$ cat config.mk
export PLATFORM = sky130hd
export DESIGN_NAME = poly_voice_allocator
export DESIGN_NICKNAME = d
export VERILOG_FILES = /design/src/rtl/pva_pkg.sv /design/src/rtl/poly_voice_allocator.sv /design/src/rtl/pva_ram.sv /design/src/rtl/pva_ctrl.sv /design/src/rtl/pva_out.sv
export VERILOG_INCLUDE_DIRS = /design/src /design/src/rtl
export SDC_FILE = /design/constraint.sdc
export NUM_CORES = 1
export LEC_CHECK = 0
export BUFFER_PORTS_ARGS = -buffer_cell sky130_fd_sc_hd__buf_4
export CORE_MARGIN = 2
export CORE_UTILIZATION = 52
export CTS_BUF_LIST = sky130_fd_sc_hd__clkbuf_8 sky130_fd_sc_hd__clkbuf_16
export CTS_CLUSTER_SIZE = 24
export DETAILED_ROUTE_END_ITERATION = 8
export PLACE_DENSITY_LB_ADDON = 0.15
export SYNTH_ARGS = -nofsm -noshare
export SYNTH_HDL_FRONTEND = slang
export SYNTH_SLANG_ARGS = --single-unit
$ cat constraint.sdc
create_clock -name clock -period 6.4 [get_ports clock]
set_clock_uncertainty 0.15 [all_clocks]
set_input_delay 1.92 -clock clock [delete_from_list [all_inputs] [get_ports clock]]
set_output_delay 1.92 -clock clock [all_outputs]
set_load 0.005 [all_outputs]
$ cat src/rtl/assert_macros.svh
// Assertion helpers for the RTL.
`ifndef ASSERT_MACROS_SVH
`define ASSERT_MACROS_SVH

`ifndef NO_ASSERTIONS

// same-cycle implication
`define ASSERT_IMPLIES(name, clk, rst, ante, cons, msg) \
   name: assert property (@(posedge clk) disable iff (rst) (ante) |-> (cons)) \
      else $error(msg);

// next-cycle implication
`define ASSERT_NEXT(name, clk, rst, ante, cons, msg) \
   name: assert property (@(posedge clk) disable iff (rst) (ante) |=> (cons)) \
      else $error(msg);

`else

`define ASSERT_IMPLIES(name, clk, rst, ante, cons, msg)
`define ASSERT_NEXT(name, clk, rst, ante, cons, msg)

`endif

`endif

$ cat src/rtl/pva_pkg.sv
package pva_pkg;

   localparam int VOICES_DEF   = 16;
   localparam int AGE_BITS_DEF = 32;
   localparam int MAX_RESULTS  = 16;
   localparam int DONE_BITS    = 16;
   localparam int VOICE_BITS   = 4;

   localparam int REQ_W = 40;
   localparam int RSP_W = 24;

   localparam logic [6:0] PEDAL_THRESHOLD = 7'd64;

   localparam logic [2:0] OP_NOTE_ON  = 3'd0;
   localparam logic [2:0] OP_NOTE_OFF = 3'd1;
   localparam logic [2:0] OP_SUSTAIN  = 3'd2;
   localparam logic [2:0] OP_ALL_OFF  = 3'd3;
   localparam logic [2:0] OP_TICK     = 3'd4;

   localparam logic [1:0] ACT_NONE  = 2'd0;
   localparam logic [1:0] ACT_START = 2'd1;
   localparam logic [1:0] ACT_KEYUP = 2'd2;

   // action in the lowest bits, as on the stream
   typedef struct packed {
      logic [6:0] velocity;
      logic [6:0] note;
      logic [3:0] voice;
      logic [1:0] action;
   } rsp_type;

   localparam int RSP_BITS = $bits(rsp_type);

   // fin marks the end of one input transaction's results
   typedef struct packed {
      logic    valid;
      logic    fin;
      rsp_type rsp;
   } push_type;

endpackage

$ cat src/rtl/poly_voice_allocator.sv
// Voice allocator for a polyphonic synthesiser. Each request transaction
// (note on, note off, sustain pedal, all notes off, block tick) produces one
// or more response transactions, the final one flagged by rsp_tlast; a request
// that starts or keys up nothing yields a single response with action 0. The
// per-voice record (active, note, sustained, age) lives in a single-port-write
// RAM read one voice per cycle while the response side does not stall; valid
// flags cleared at reset make unwritten voices read as idle, so no clearing
// pass is needed. A request is accepted in the idle state, every voice is then
// scanned in turn, and a closing state sends the final response; a note on
// with nonzero velocity adds a state after the scan that writes the chosen
// voice. A pedal press or an unused op goes from acceptance straight to the
// closing state. Requests are taken one at a time.
`include "assert_macros.svh"

module poly_voice_allocator #(
   parameter int VOICES   = pva_pkg::VOICES_DEF,
   parameter int AGE_BITS = pva_pkg::AGE_BITS_DEF
) (
   input  logic                      clock,
   input  logic                      reset,
   input  logic                      req_tvalid,
   output logic                      req_tready,
   // op[2:0], note[9:3], velocity[16:10], pedal_value[23:17], done_mask[39:24]
   input  logic [pva_pkg::REQ_W-1:0] req_tdata,
   output logic                      rsp_tvalid,
   input  logic                      rsp_tready,
   // action[1:0], voice[5:2], out_note[12:6], out_velocity[19:13], zero[23:20]
   output logic [pva_pkg::RSP_W-1:0] rsp_tdata,
   output logic                      rsp_tlast
);

   import pva_pkg::*;

   localparam int VW = (VOICES > 1) ? $clog2(VOICES) : 1;
   localparam int EW = AGE_BITS + 9;

   logic [VW-1:0] ram_raddr;
   logic [EW-1:0] ram_rdata;
   logic          ram_we;
   logic [VW-1:0] ram_waddr;
   logic [EW-1:0] ram_wdata;
   push_type      push;
   logic          push_ready;
   logic          pend_busy;

   pva_ram #(
      .WIDTH (EW),
      .DEPTH (VOICES)
   ) u_ram (
      .clock (clock),
      .we    (ram_we),
      .waddr (ram_waddr),
      .wdata (ram_wdata),
      .raddr (ram_raddr),
      .rdata (ram_rdata)
   );

   pva_ctrl #(
      .VOICES   (VOICES),
      .AGE_BITS (AGE_BITS)
   ) u_ctrl (
      .clock      (clock),
      .reset      (reset),
      .req_tvalid (req_tvalid),
      .req_tready (req_tready),
      .req_tdata  (req_tdata),
      .ram_raddr  (ram_raddr),
      .ram_rdata  (ram_rdata),
      .ram_we     (ram_we),
      .ram_waddr  (ram_waddr),
      .ram_wdata  (ram_wdata),
      .push       (push),
      .push_ready (push_ready)
   );

   pva_out u_out (
      .clock      (clock),
      .reset      (reset),
      .push       (push),
      .push_ready (push_ready),
      .pend_busy  (pend_busy),
      .rsp_tvalid (rsp_tvalid),
      .rsp_tready (rsp_tready),
      .rsp_tdata  (rsp_tdata),
      .rsp_tlast  (rsp_tlast)
   );

   `ASSERT_IMPLIES(a_accept_flushed, clock, reset, req_tvalid && req_tready, !pend_busy, "request taken while a result is still held back")
   `ASSERT_IMPLIES(a_push_has_action, clock, reset, push.valid && !push.fin, push.rsp.action != ACT_NONE, "empty result pushed mid-transaction")
   `ASSERT_IMPLIES(a_nonlast_successor, clock, reset, rsp_tvalid && !rsp_tlast, pend_busy, "non-final response without a following result")
   `ASSERT_NEXT(a_busy_after_accept, clock, reset, req_tvalid && req_tready, !req_tready, "request side ready straight after a transaction")

endmodule

$ cat src/rtl/pva_ram.sv
module pva_ram #(
   parameter int WIDTH = 41,
   parameter int DEPTH = 16
) (
   input  logic                                   clock,
   input  logic                                   we,
   input  logic [((DEPTH > 1) ? $clog2(DEPTH) : 1)-1:0] waddr,
   input  logic [WIDTH-1:0]                       wdata,
   input  logic [((DEPTH > 1) ? $clog2(DEPTH) : 1)-1:0] raddr,
   output logic [WIDTH-1:0]                       rdata
);

   logic [WIDTH-1:0] mem [DEPTH];
   logic [WIDTH-1:0] rdata_ff;

   always_ff @(posedge clock) begin
      if (we) begin
         mem[waddr] <= wdata;
      end
      rdata_ff <= mem[raddr];
   end

   assign rdata = rdata_ff;

endmodule

$ cat src/rtl/pva_ctrl.sv
module pva_ctrl #(
   parameter int VOICES   = 16,
   parameter int AGE_BITS = 32
) (
   input  logic                                     clock,
   input  logic                                     reset,
   input  logic                                     req_tvalid,
   output logic                                     req_tready,
   input  logic [pva_pkg::REQ_W-1:0]                req_tdata,
   output logic [((VOICES > 1) ? $clog2(VOICES) : 1)-1:0] ram_raddr,
   input  logic [AGE_BITS+8:0]                      ram_rdata,
   output logic                                     ram_we,
   output logic [((VOICES > 1) ? $clog2(VOICES) : 1)-1:0] ram_waddr,
   output logic [AGE_BITS+8:0]                      ram_wdata,
   output pva_pkg::push_type                        push,
   input  logic                                     push_ready
);

   import pva_pkg::*;

   localparam int VW = (VOICES > 1) ? $clog2(VOICES) : 1;
   localparam int IW = (VW > VOICE_BITS) ? VW : VOICE_BITS;
   localparam int EW = AGE_BITS + 9;
   localparam int CW = $clog2(MAX_RESULTS + 1);
   localparam logic [VW-1:0] LAST_IDX = VW'(VOICES - 1);

   typedef enum logic [3:0] {
      ST_IDLE   = 4'b0001,
      ST_SCAN   = 4'b0010,
      ST_START  = 4'b0100,
      ST_FINISH = 4'b1000
   } state_type;

   typedef enum logic [2:0] {
      MODE_PICK,
      MODE_REL,
      MODE_PREL,
      MODE_ANO,
      MODE_TICK
   } mode_type;

   state_type            state_ff, state_in;
   mode_type             mode_ff, mode_in;
   logic [6:0]           note_ff, note_in;
   logic [6:0]           vel_ff, vel_in;
   logic [DONE_BITS-1:0] done_ff, done_in;
   logic                 pedal_ff, pedal_in;
   logic [VW-1:0]        idx_ff, idx_in;
   logic [CW-1:0]        cnt_ff, cnt_in;
   logic [VOICES-1:0]    valid_ff, valid_in;
   logic                 match_found_ff, match_found_in;
   logic [VW-1:0]        match_idx_ff, match_idx_in;
   logic                 free_found_ff, free_found_in;
   logic [VW-1:0]        free_idx_ff, free_idx_in;
   logic [AGE_BITS-1:0]  best_age_ff, best_age_in;
   logic [VW-1:0]        best_idx_ff, best_idx_in;

   logic [2:0]           req_op;
   logic [6:0]           req_note;
   logic [6:0]           req_velocity;
   logic [6:0]           req_pedal_value;
   logic [DONE_BITS-1:0] req_done_mask;

   logic [EW-1:0]        entry;
   logic                 ent_act;
   logic [6:0]           ent_note;
   logic                 ent_sus;
   logic [AGE_BITS-1:0]  ent_age;
   logic                 hit;
   logic [IW-1:0]        idx_wide;
   logic                 done_bit;
   logic                 room;
   logic                 emit_cond;
   logic                 wr_cond;
   logic                 need;
   logic                 stall;
   logic [VW-1:0]        chosen;
   logic [IW-1:0]        chosen_wide;

   assign req_op          = req_tdata[2:0];
   assign req_note        = req_tdata[9:3];
   assign req_velocity    = req_tdata[16:10];
   assign req_pedal_value = req_tdata[23:17];
   assign req_done_mask   = req_tdata[39:24];

   assign req_tready = (state_ff == ST_IDLE);

   // never-written entries read as the reset record
   assign entry    = valid_ff[idx_ff] ? ram_rdata : '0;
   assign ent_age  = entry[AGE_BITS-1:0];
   assign ent_sus  = entry[AGE_BITS];
   assign ent_note = entry[AGE_BITS+7:AGE_BITS+1];
   assign ent_act  = entry[AGE_BITS+8];

   assign hit      = ent_act && (ent_note == note_ff);
   assign idx_wide = IW'(idx_ff);
   // only the first sixteen voices have a done bit
   assign done_bit = ((idx_wide >> VOICE_BITS) == '0) && done_ff[idx_wide[VOICE_BITS-1:0]];
   assign room     = (cnt_ff < CW'(MAX_RESULTS));

   assign chosen      = match_found_ff ? match_idx_ff :
                        free_found_ff  ? free_idx_ff  : best_idx_ff;
   assign chosen_wide = IW'(chosen);

   always_comb begin
      state_in       = state_ff;
      mode_in        = mode_ff;
      note_in        = note_ff;
      vel_in         = vel_ff;
      done_in        = done_ff;
      pedal_in       = pedal_ff;
      idx_in         = idx_ff;
      cnt_in         = cnt_ff;
      valid_in       = valid_ff;
      match_found_in = match_found_ff;
      match_idx_in   = match_idx_ff;
      free_found_in  = free_found_ff;
      free_idx_in    = free_idx_ff;
      best_age_in    = best_age_ff;
      best_idx_in    = best_idx_ff;
      ram_we         = 1'b0;
      ram_waddr      = idx_ff;
      ram_wdata      = entry;
      push           = '0;
      emit_cond      = 1'b0;
      wr_cond        = 1'b0;
      need           = 1'b0;
      stall          = 1'b0;

      unique case (state_ff)
         ST_IDLE: begin
            if (req_tvalid) begin
               note_in        = req_note;
               vel_in         = req_velocity;
               done_in        = req_done_mask;
               idx_in         = '0;
               cnt_in         = '0;
               match_found_in = 1'b0;
               match_idx_in   = '0;
               free_found_in  = 1'b0;
               free_idx_in    = '0;
               best_age_in    = '0;
               best_idx_in    = '0;
               state_in       = ST_SCAN;
               unique case (req_op)
                  OP_NOTE_ON: begin
                     mode_in = (req_velocity != 7'd0) ? MODE_PICK : MODE_REL;
                  end
                  OP_NOTE_OFF: begin
                     mode_in = MODE_REL;
                  end
                  OP_SUSTAIN: begin
                     pedal_in = (req_pedal_value >= PEDAL_THRESHOLD);
                     mode_in  = MODE_PREL;
                     if (req_pedal_value >= PEDAL_THRESHOLD) begin
                        state_in = ST_FINISH;
                     end
                  end
                  OP_ALL_OFF: begin
                     mode_in = MODE_ANO;
                  end
                  OP_TICK: begin
                     mode_in = MODE_TICK;
                  end
                  default: begin
                     state_in = ST_FINISH;
                  end
               endcase
            end
         end

         ST_SCAN: begin
            unique case (mode_ff)
               MODE_REL: begin
                  emit_cond = hit && !pedal_ff;
                  wr_cond   = hit && pedal_ff;
                  ram_wdata = {ent_act, ent_note, 1'b1, ent_age};
               end
               MODE_PREL: begin
                  emit_cond = ent_sus;
                  wr_cond   = ent_sus;
                  ram_wdata = {ent_act, ent_note, 1'b0, ent_age};
               end
               MODE_ANO: begin
                  emit_cond = ent_act;
               end
               MODE_TICK: begin
                  wr_cond = ent_act;
                  if (done_bit) begin
                     ram_wdata = {1'b0, 7'd0, ent_sus, ent_age + AGE_BITS'(1)};
                  end else begin
                     ram_wdata = {ent_act, ent_note, ent_sus, ent_age + AGE_BITS'(1)};
                  end
               end
               default: begin
               end
            endcase

            // key-ups past the result limit are dropped, state still updates
            need  = emit_cond && room;
            stall = need && !push_ready;

            push.valid       = need;
            push.fin         = 1'b0;
            push.rsp.action  = ACT_KEYUP;
            push.rsp.voice   = idx_wide[VOICE_BITS-1:0];
            push.rsp.note    = 7'd0;
            push.rsp.velocity = 7'd0;

            if (!stall) begin
               if (wr_cond) begin
                  ram_we           = 1'b1;
                  valid_in[idx_ff] = 1'b1;
               end
               if (need) begin
                  cnt_in = cnt_ff + CW'(1);
               end
               if (mode_ff == MODE_PICK) begin
                  if (hit && !match_found_ff) begin
                     match_found_in = 1'b1;
                     match_idx_in   = idx_ff;
                  end
                  if (!ent_act && !free_found_ff) begin
                     free_found_in = 1'b1;
                     free_idx_in   = idx_ff;
                  end
                  if (ent_age > best_age_ff) begin
                     best_age_in = ent_age;
                     best_idx_in = idx_ff;
                  end
               end
               if (idx_ff == LAST_IDX) begin
                  state_in = (mode_ff == MODE_PICK) ? ST_START : ST_FINISH;
               end else begin
                  idx_in = idx_ff + VW'(1);
               end
            end
         end

         ST_START: begin
            push.valid        = 1'b1;
            push.fin          = 1'b0;
            push.rsp.action   = ACT_START;
            push.rsp.voice    = chosen_wide[VOICE_BITS-1:0];
            push.rsp.note     = note_ff;
            push.rsp.velocity = vel_ff;
            ram_waddr         = chosen;
            ram_wdata         = {1'b1, note_ff, 1'b0, AGE_BITS'(0)};
            if (push_ready) begin
               ram_we           = 1'b1;
               valid_in[chosen] = 1'b1;
               state_in         = ST_FINISH;
            end
         end

         ST_FINISH: begin
            push.valid = 1'b1;
            push.fin   = 1'b1;
            if (push_ready) begin
               state_in = ST_IDLE;
            end
         end

         default: begin
            state_in = ST_IDLE;
         end
      endcase

      // read ahead: the entry needed next cycle
      ram_raddr = idx_in;
   end

   always_ff @(posedge clock) begin
      if (reset) begin
         state_ff <= ST_IDLE;
         valid_ff <= '0;
         pedal_ff <= 1'b0;
      end else begin
         state_ff <= state_in;
         valid_ff <= valid_in;
         pedal_ff <= pedal_in;
      end
   end

   always_ff @(posedge clock) begin
      mode_ff        <= mode_in;
      note_ff        <= note_in;
      vel_ff         <= vel_in;
      done_ff        <= done_in;
      idx_ff         <= idx_in;
      cnt_ff         <= cnt_in;
      match_found_ff <= match_found_in;
      match_idx_ff   <= match_idx_in;
      free_found_ff  <= free_found_in;
      free_idx_ff    <= free_idx_in;
      best_age_ff    <= best_age_in;
      best_idx_ff    <= best_idx_in;
   end

endmodule

$ cat src/rtl/pva_out.sv
module pva_out (
   input  logic                      clock,
   input  logic                      reset,
   input  pva_pkg::push_type         push,
   output logic                      push_ready,
   output logic                      pend_busy,
   output logic                      rsp_tvalid,
   input  logic                      rsp_tready,
   output logic [pva_pkg::RSP_W-1:0] rsp_tdata,
   output logic                      rsp_tlast
);

   import pva_pkg::*;

   // one result is held back until the next one (or the end) shows whether it is last
   logic    pend_valid_ff, pend_valid_in;
   rsp_type pend_ff, pend_in;
   logic    out_valid_ff, out_valid_in;
   rsp_type out_ff, out_in;
   logic    out_last_ff, out_last_in;
   logic    mv_ok;
   rsp_type nothing;

   assign mv_ok = !out_valid_ff || rsp_tready;
   assign push_ready = pend_valid_ff ? mv_ok : (!push.fin || mv_ok);

   always_comb begin
      nothing        = '0;
      nothing.action = ACT_NONE;
   end

   always_comb begin
      pend_valid_in = pend_valid_ff;
      pend_in       = pend_ff;
      out_valid_in  = out_valid_ff;
      out_in        = out_ff;
      out_last_in   = out_last_ff;

      if (out_valid_ff && rsp_tready) begin
         out_valid_in = 1'b0;
      end

      if (push.valid && push_ready) begin
         if (!push.fin) begin
            if (pend_valid_ff) begin
               out_valid_in = 1'b1;
               out_in       = pend_ff;
               out_last_in  = 1'b0;
            end
            pend_valid_in = 1'b1;
            pend_in       = push.rsp;
         end else begin
            out_valid_in  = 1'b1;
            out_in        = pend_valid_ff ? pend_ff : nothing;
            out_last_in   = 1'b1;
            pend_valid_in = 1'b0;
         end
      end
   end

   always_ff @(posedge clock) begin
      if (reset) begin
         pend_valid_ff <= 1'b0;
         out_valid_ff  <= 1'b0;
      end else begin
         pend_valid_ff <= pend_valid_in;
         out_valid_ff  <= out_valid_in;
      end
   end

   always_ff @(posedge clock) begin
      pend_ff     <= pend_in;
      out_ff      <= out_in;
      out_last_ff <= out_last_in;
   end

   assign pend_busy  = pend_valid_ff;
   assign rsp_tvalid = out_valid_ff;
   assign rsp_tdata  = {{(RSP_W - RSP_BITS){1'b0}}, out_ff};
   assign rsp_tlast  = out_last_ff;

endmodule
==> flow_summary_export.csv, run 1 <==
group,metric,value,unit
place,gp_congestion,0.928,
grt,gr-total-overflow,0,
yosys,synth_xor_area_frac,0.00318,
routing,drt_wl_total,93700,µm
yosys,ys_seq_area_frac,0.692,
die,die_area,71000,µm²
yosys,yosys.area.top_type,"edfxtp_1",
yosys,synth_seq_cells,849,
final_layout,nFillCells,5293,
place,dpl_worst_slack,870,ps
final_layout,seqCellArea,24800,µm²
die,pin_count,71,
yosys,async_flop_share,0,
power,ir_worst_vdd,0.196,mV
yosys,synth_most_common_cell,"edfxtp_1",
yosys,synthCells,2800,
sta,period_share,0.866,
worst_setup_path,crit_arrival,5870,ps
cts,root_buffer,"clkbuf_16",
grt,antenna_found_initial,1,
yosys,ys_top_cells_by_area,"edfxtp_1, nand2_1, dfxtp_1",
sta,slew_violations,0,
routing,drtAntennaViolNets,0,
grt,grt_pass1_wl,140000,µm
worst_setup_path,critical_path.max_stage_delay,840,ps
grt,globalRouteTotalUtil,0.264,
worst_setup_path,cp-end-kind,"register",
cts,numCtsBuffers,89,
sta,hold_violations,0,
routing,dr.pass1.iters,6,
worst_setup_path,critPathTopFamily,"simple AND/OR/NAND/NOR gates",
yosys,syn_area,35800,µm²
worst_setup_path,cp_slowest_cell,"dfxtp_1",
worst_setup_path,crit_buf_inv,3,
yosys,synth_flop_cell,"edfxtp_1",
yosys,yosys.area_share.simple,0.144,
worst_setup_path,crit_path_cell_trace,"mux2i_1, a221oi_2, o21ai_1, nand2_1, nand2_1, inv_1, ha_1, nand4_1, or2_2, a211oi_2, buf_4, and3_1, nor3b_2, nand4_1, or2_2, or3_1, a21oi_1, buf_4",
routing,wl_per_cell,24.5,µm
cts,cts.sinks,849,
worst_setup_path,crit_fanout,16,
place,dp_hpwl,53900,µm
cts,cts_hold_buf,0,
status,status,"complete, no violations",
sta,fmax,180,MHz
sta,fin_ws,859,ps
worst_setup_path,critical_path_required,6730,ps
power,pwr_density_cell,314,nW/µm²
cts,htreeDepth,3,
routing,drc,0,
sta,grt_setup_unrepaired,"false",
place,port_buffers,60,
cts,clockBufferDepth,3,
cts,clkLatencyLatePin,640,ps
cts,clkSlewWorstSetupHoldPaths,60,ps
yosys,synth_top_family_by_area,"simple AND/OR/NAND/NOR gates",
die,initial_core_util,0.524,
sta,post-route-min-period,5540,ps
die,die_w,267,µm
yosys,synth_top_area_frac,0.654,
final_layout,multiInputGateArea,10100,µm²
routing,drtIter0Drc,2134,
power,p_leak,14.2,nW
final_layout,nets,2949,
cts,cts-resized-gates,0,
worst_setup_path,start_kind,"register",
yosys,synth_area_per_cell,12.8,µm²
place,dpl.cell_count,3657,
yosys,synth_adder_area_share,0.0133,
sta,setup_violations,0,
sta,relSlewSlack,0.107,
routing,vias,23300,
grt,grt_max_degree,107,
die,fp.dieH,267,µm
cts,tritoncts,"yes",
grt,grt_pass1_vias,22700,
yosys,yosys_warnings,0,
yosys,synthMuxAreaShare,0.0102,
die,num_rows,96,
power,power,12.8,mW
job,cap_violations,0,
final_layout,num_antenna_cells,0,
worst_setup_path,crit_type,"reg2reg",
place,dpl_cell_area,37700,µm²
final_layout,final_cells,3822,
final_layout,postLayoutCellArea,40600,µm²
cts,cts_setup_buffers,0,
yosys,ys_types,76,
final_layout,layout-drive-gt1-share,0.148,
sta,worst_slew_pin_slew,1340,ps
final_layout,area_growth,13.4,%
yosys,synth-edff-count,781,
die,design.core.area,68500,µm²
final_layout,final_util,0.593,
sta,whs,318,ps
min_path,hp-class,"reg2reg",
yosys,netlist_top_cells_count,"edfxtp_1, nand2_1, nand3_1, nor2_1, a21oi_1",
yosys,synth_compound_area_frac,0.105,
routing,route.detailed.vias_per_inst,6.08,
sta,fin_tns_setup,0,ps
[state kept, by name, summed over array words and instances (netlist names), 7 cells and up]
register	cells
u_ctrl.note_ff	7
u_ram.rdata	41
u_ram.mem	656
u_out.rsp_tdata	20
u_out.pend_ff	20
u_ctrl.vel_ff	7
u_ctrl.best_age_ff	32
u_ctrl.valid_ff	16
u_ctrl.done_ff	16
[area by class of cell]
class | count | area share
flip-flops and latches | 849 | 0.611
multi-input cells | 1707 | 0.249
clock buffers | 100 | 0.0599
repair buffers | 155 | 0.0345
well taps | 882 | 0.0272
clock inverters | 64 | 0.0129
inverters | 65 | 0.00625
[worst register-to-register path, cell delays in order, from the launching register on]
cell      delay [ps]
dfxtp_1          840
mux2i_1          190
a221oi_2         340
o21ai_1          230
nand2_1          380
nand2_1          200
inv_1            100
ha_1             210
nand4_1          190
or2_2            380
a211oi_2         210
buf_4            180
and3_1           260
nor3b_2          260
nand4_1          190
or2_2            350
or3_1            310
a21oi_1          200
buf_4            230
[where the power goes]
group          internal [mW]  switching, mW  leakage [nW]
logic                  0.345          0.760          5.19
clock network           3.08           2.09          1.53
registers               6.28          0.210          7.47
total                   9.70           3.06          14.2
[worst paths after layout]
check	cells past startpoint	start	end	slack [ps]
hold / removal	2	u_ctrl.valid_ff[3]$_SDFFE_PP0P_	u_ctrl.valid_ff[3]$_SDFFE_PP0P_	320
setup / recovery	18	u_ctrl.idx_ff[0]$_DFF_P_	u_ram.mem[10][30]$_DFFE_PP_	860
hold reg to reg	2	u_ctrl.valid_ff[3]$_SDFFE_PP0P_	u_ctrl.valid_ff[3]$_SDFFE_PP0P_	320
setup reg to reg	18	u_ctrl.idx_ff[0]$_DFF_P_	u_ram.mem[10][30]$_DFFE_PP_	860
[cells by family (layout without fill, tap and decap cells)]
group | Yosys count | after routing
adders and majority gates | 38 | 38
buffers and inverters | 247 | 384
other | 1 | 4
muxes | 27 | 27
AOI/OAI and AO/OA | 470 | 470
and+or+nand+nor | 1155 | 1155
xor gates and xnor gates | 13 | 13
DFF | 849 | 849
[metal layers]
layer / global-route usage / share of wire
met1: 0.366 / 0.42
met2: 0.424 / 0.47
met3: 0.0451 / 0.078
met4: 0.0899 / 0.031
met5: 0 / 0
[placed cells by master, fill, tap and decap left out, drive strengths merged, types with 12 or more instances in the layout]
cell	netlist	layout
nor2	151	151
o21a	53	53
mux2i	16	16
dfxtp	68	68
nand3	271	271
nand2b	12	12
a221oi	81	81
nand4	20	20
ha	38	38
o211ai	44	44
buf	118	155
nor2b	32	32
edfxtp	781	781
clkinv	1	37
and2	37	37
o21ai	31	31
a311oi	42	42
clkbuf	64	100
and3	29	29
a21o	17	17
inv	64	82
nand2	561	561
o22ai	18	18
a21oi	139	139
Note: power is estimated with default switching activity, not from simulation.
==> inputs of run 2 (changes only) <==
--- a/config.mk
+++ b/config.mk
@@ -12,7 +12,7 @@
 export CTS_BUF_LIST = sky130_fd_sc_hd__clkbuf_8 sky130_fd_sc_hd__clkbuf_16
 export CTS_CLUSTER_SIZE = 24
 export DETAILED_ROUTE_END_ITERATION = 8
-export PLACE_DENSITY_LB_ADDON = 0.15
+export PLACE_DENSITY = 0.69
 export SYNTH_ARGS = -nofsm -noshare
 export SYNTH_HDL_FRONTEND = slang
 export SYNTH_SLANG_ARGS = --single-unit
==> run 2 against run 1 <==
First-iteration DRC count increased by 24%. Combinational power is essentially flat. Fmax down 2.4%. Die area unchanged. Sequential share of layout area grew 0.34 points. Clock power down 6.8%. Critical path depth decreased by 2. Clock-buffer cell count is 6 lower. Setup slack lost 140 ps. Hold slack improved by 6.4 ps.
==> flow_summary_export.csv, run 2 (synthesis gave the netlist of run 1 again) <==
group,metric,value,unit
sta,worst_slew_pin_slew,1340,ps
die,design.core.area,68500,µm²
die,pin_count,71,
sta,fin_tns_setup,0,ps
worst_setup_path,critPathTopFamily,"simple AND/OR/NAND/NOR gates",
grt,met2_usage,0.410,
final_layout,layout-drive-gt1-share,0.147,
power,p_leak,14.1,nW
grt,grt_max_degree,193,
min_path,hp-class,"reg2reg",
worst_setup_path,crit_buf_inv,2,
sta,fmax,176,MHz
grt,grt_util_met3,0.0413,
die,die_area,71000,µm²
routing,vias,23600,
worst_setup_path,crit_path_cell_trace,"mux2i_1, a221oi_2, o21ai_1, nand2_1, nand2_1, inv_1, ha_1, nand4_1, or2_2, a211oi_2, buf_4, and3_1, nor3b_2, and3_1, a21oi_1, o22ai_1",
cts,numCtsBuffers,87,
final_layout,final_common_cell,"edfxtp_1",
grt,grt_pass1_vias,22800,
final_layout,most-common-layout-cells,"edfxtp_1, nand2_1, nand3_1",
sta,relSlewSlack,0.0981,
die,fp.dieH,267,µm
grt,antenna_found_initial,0,
worst_setup_path,crit_type,"reg2reg",
die,initial_core_util,0.524,
worst_setup_path,start_kind,"register",
worst_setup_path,crit_arrival,5780,ps
cts,tritoncts,"yes",
place,gp_congestion,0.910,
sta,hold_violations,0,
worst_setup_path,crit_fanout,16,
routing,dr.pass1.iters,6,
sta,period_share,0.887,
worst_setup_path,cp-end-kind,"register",
cts,cts.sinks,849,
die,die_w,267,µm
cts,root_buffer,"clkbuf_16",
worst_setup_path,critical_path.max_stage_delay,940,ps
routing,drt_wl_total,91200,µm
routing,route.detailed.vias_per_inst,6.17,
grt,grtUsageMet1,0.355,
worst_setup_path,critical_path_required,6510,ps
routing,drtAntennaViolNets,0,
cts,clkLatencyLatePin,660,ps
grt,gr-total-overflow,0,
final_layout,regMostFlops,"u_ram.mem",
cts,htreeDepth,3,
worst_setup_path,cp_slowest_cell,"o22ai_1",
cts,clkSlewWorstSetupHoldPaths,60,ps
power,pwr_density_cell,307,nW/µm²
routing,drtIter0Drc,2642,
sta,setup_violations,0,
grt,grt_pass1_wl,137000,µm
final_layout,area_growth,12.7,%
place,dpl_cell_area,37700,µm²
cts,cts_hold_buf,0,
sta,post-route-min-period,5680,ps
final_layout,nets,2944,
routing,drc,0,
cts,cts_setup_buffers,0,
cts,cts-resized-gates,0,
place,dp_hpwl,51900,µm
final_layout,largest_reg_flops,656,
power,ir_worst_vdd,0.211,mV
cts,clockBufferDepth,3,
die,num_rows,96,
grt,top_usage_layer,"met2",
final_layout,num_antenna_cells,0,
place,port_buffers,60,
final_layout,postLayoutCellArea,40400,µm²
routing,wl_per_cell,23.9,µm
grt,globalRouteTotalUtil,0.255,
sta,grt_setup_unrepaired,"false",
status,status,"complete, no violations",
job,cap_violations,0,
sta,slew_violations,0,
run 2: cell types whose count changed in the layout (fill, tap and decap cells not counted), moves of 3 or more:
cell,change
clkinv_2,+3
bufinv_16,-6
clkinvlp_4,+7
buf_4,-4
clkinv_1,-6
clkbuf_16,-7
run 2: worst paths after layout:
path | startpoint | end | slack (ps) | depth (start not counted)
worst max-delay path | u_ctrl.idx_ff[0]$_DFF_P_ | u_ram.mem[12][24]$_DFFE_PP_ | 720 | 16
worst min-delay path | u_ctrl.valid_ff[8]$_SDFFE_PP0P_ | u_ctrl.valid_ff[8]$_SDFFE_PP0P_ | 320 | 2
worst max register to register | u_ctrl.idx_ff[0]$_DFF_P_ | u_ram.mem[12][24]$_DFFE_PP_ | 720 | 16
worst min register to register | u_ctrl.valid_ff[8]$_SDFFE_PP0P_ | u_ctrl.valid_ff[8]$_SDFFE_PP0P_ | 320 | 2
run 2: through the flow:
step	hold slack, ps	worst slack (ps)	total power, mW	std cells	utilization
5_1_grt	341	510	12.8	3818	0.590
6_report	325	724	12.4	3818	0.590
3_5_place_dp	312	863	7.67	3655	0.550
4_1_cts	327	813	12.4	3818	0.590
3_3_place_gp	296	925	7.63	3655	0.550
2_1_floorplan	281	613	7.22	2803	-
run 2: cell type report:
| cell class | instances | area [µm²] |
|---|---|---|
| Fill cell | 5256 | 28100 |
| Sequential cell | 849 | 24800 |
| Multi-Input combinational cell | 1707 | 10100 |
| Clock buffer | 94 | 2270 |
| Timing Repair Buffer | 152 | 1390 |
| Tap cell | 882 | 1100 |
| Clock inverter | 69 | 474 |
| Inverter | 65 | 254 |
run 2: per-layer routing:
| metal | vias up | wire length (µm) |
|---|---|---|
| met5 | - | 0 |
| met4 | 0 | 2960 |
| met3 | 190 | 7230 |
| met2 | 1083 | 42900 |
| met1 | 11800 | 38100 |
| li1 | 10500 | - |
run 2: worst register-to-register path: cells and delay by family (launching register included):
family / cells / cell delay [ps]
compound gates: 5 / 1740
fa+ha+maj: 1 / 230
buf+inv: 2 / 340
flops: 1 / 790
mux: 1 / 200
simple gates: 7 / 1820
run 2: where the power goes:
part           switching, mW  internal [mW]  leakage (nW)
clock                   2.12           2.70          1.41
sequential             0.198           6.27          7.47
combinational          0.757          0.351          5.18
total                   3.08           9.33          14.1
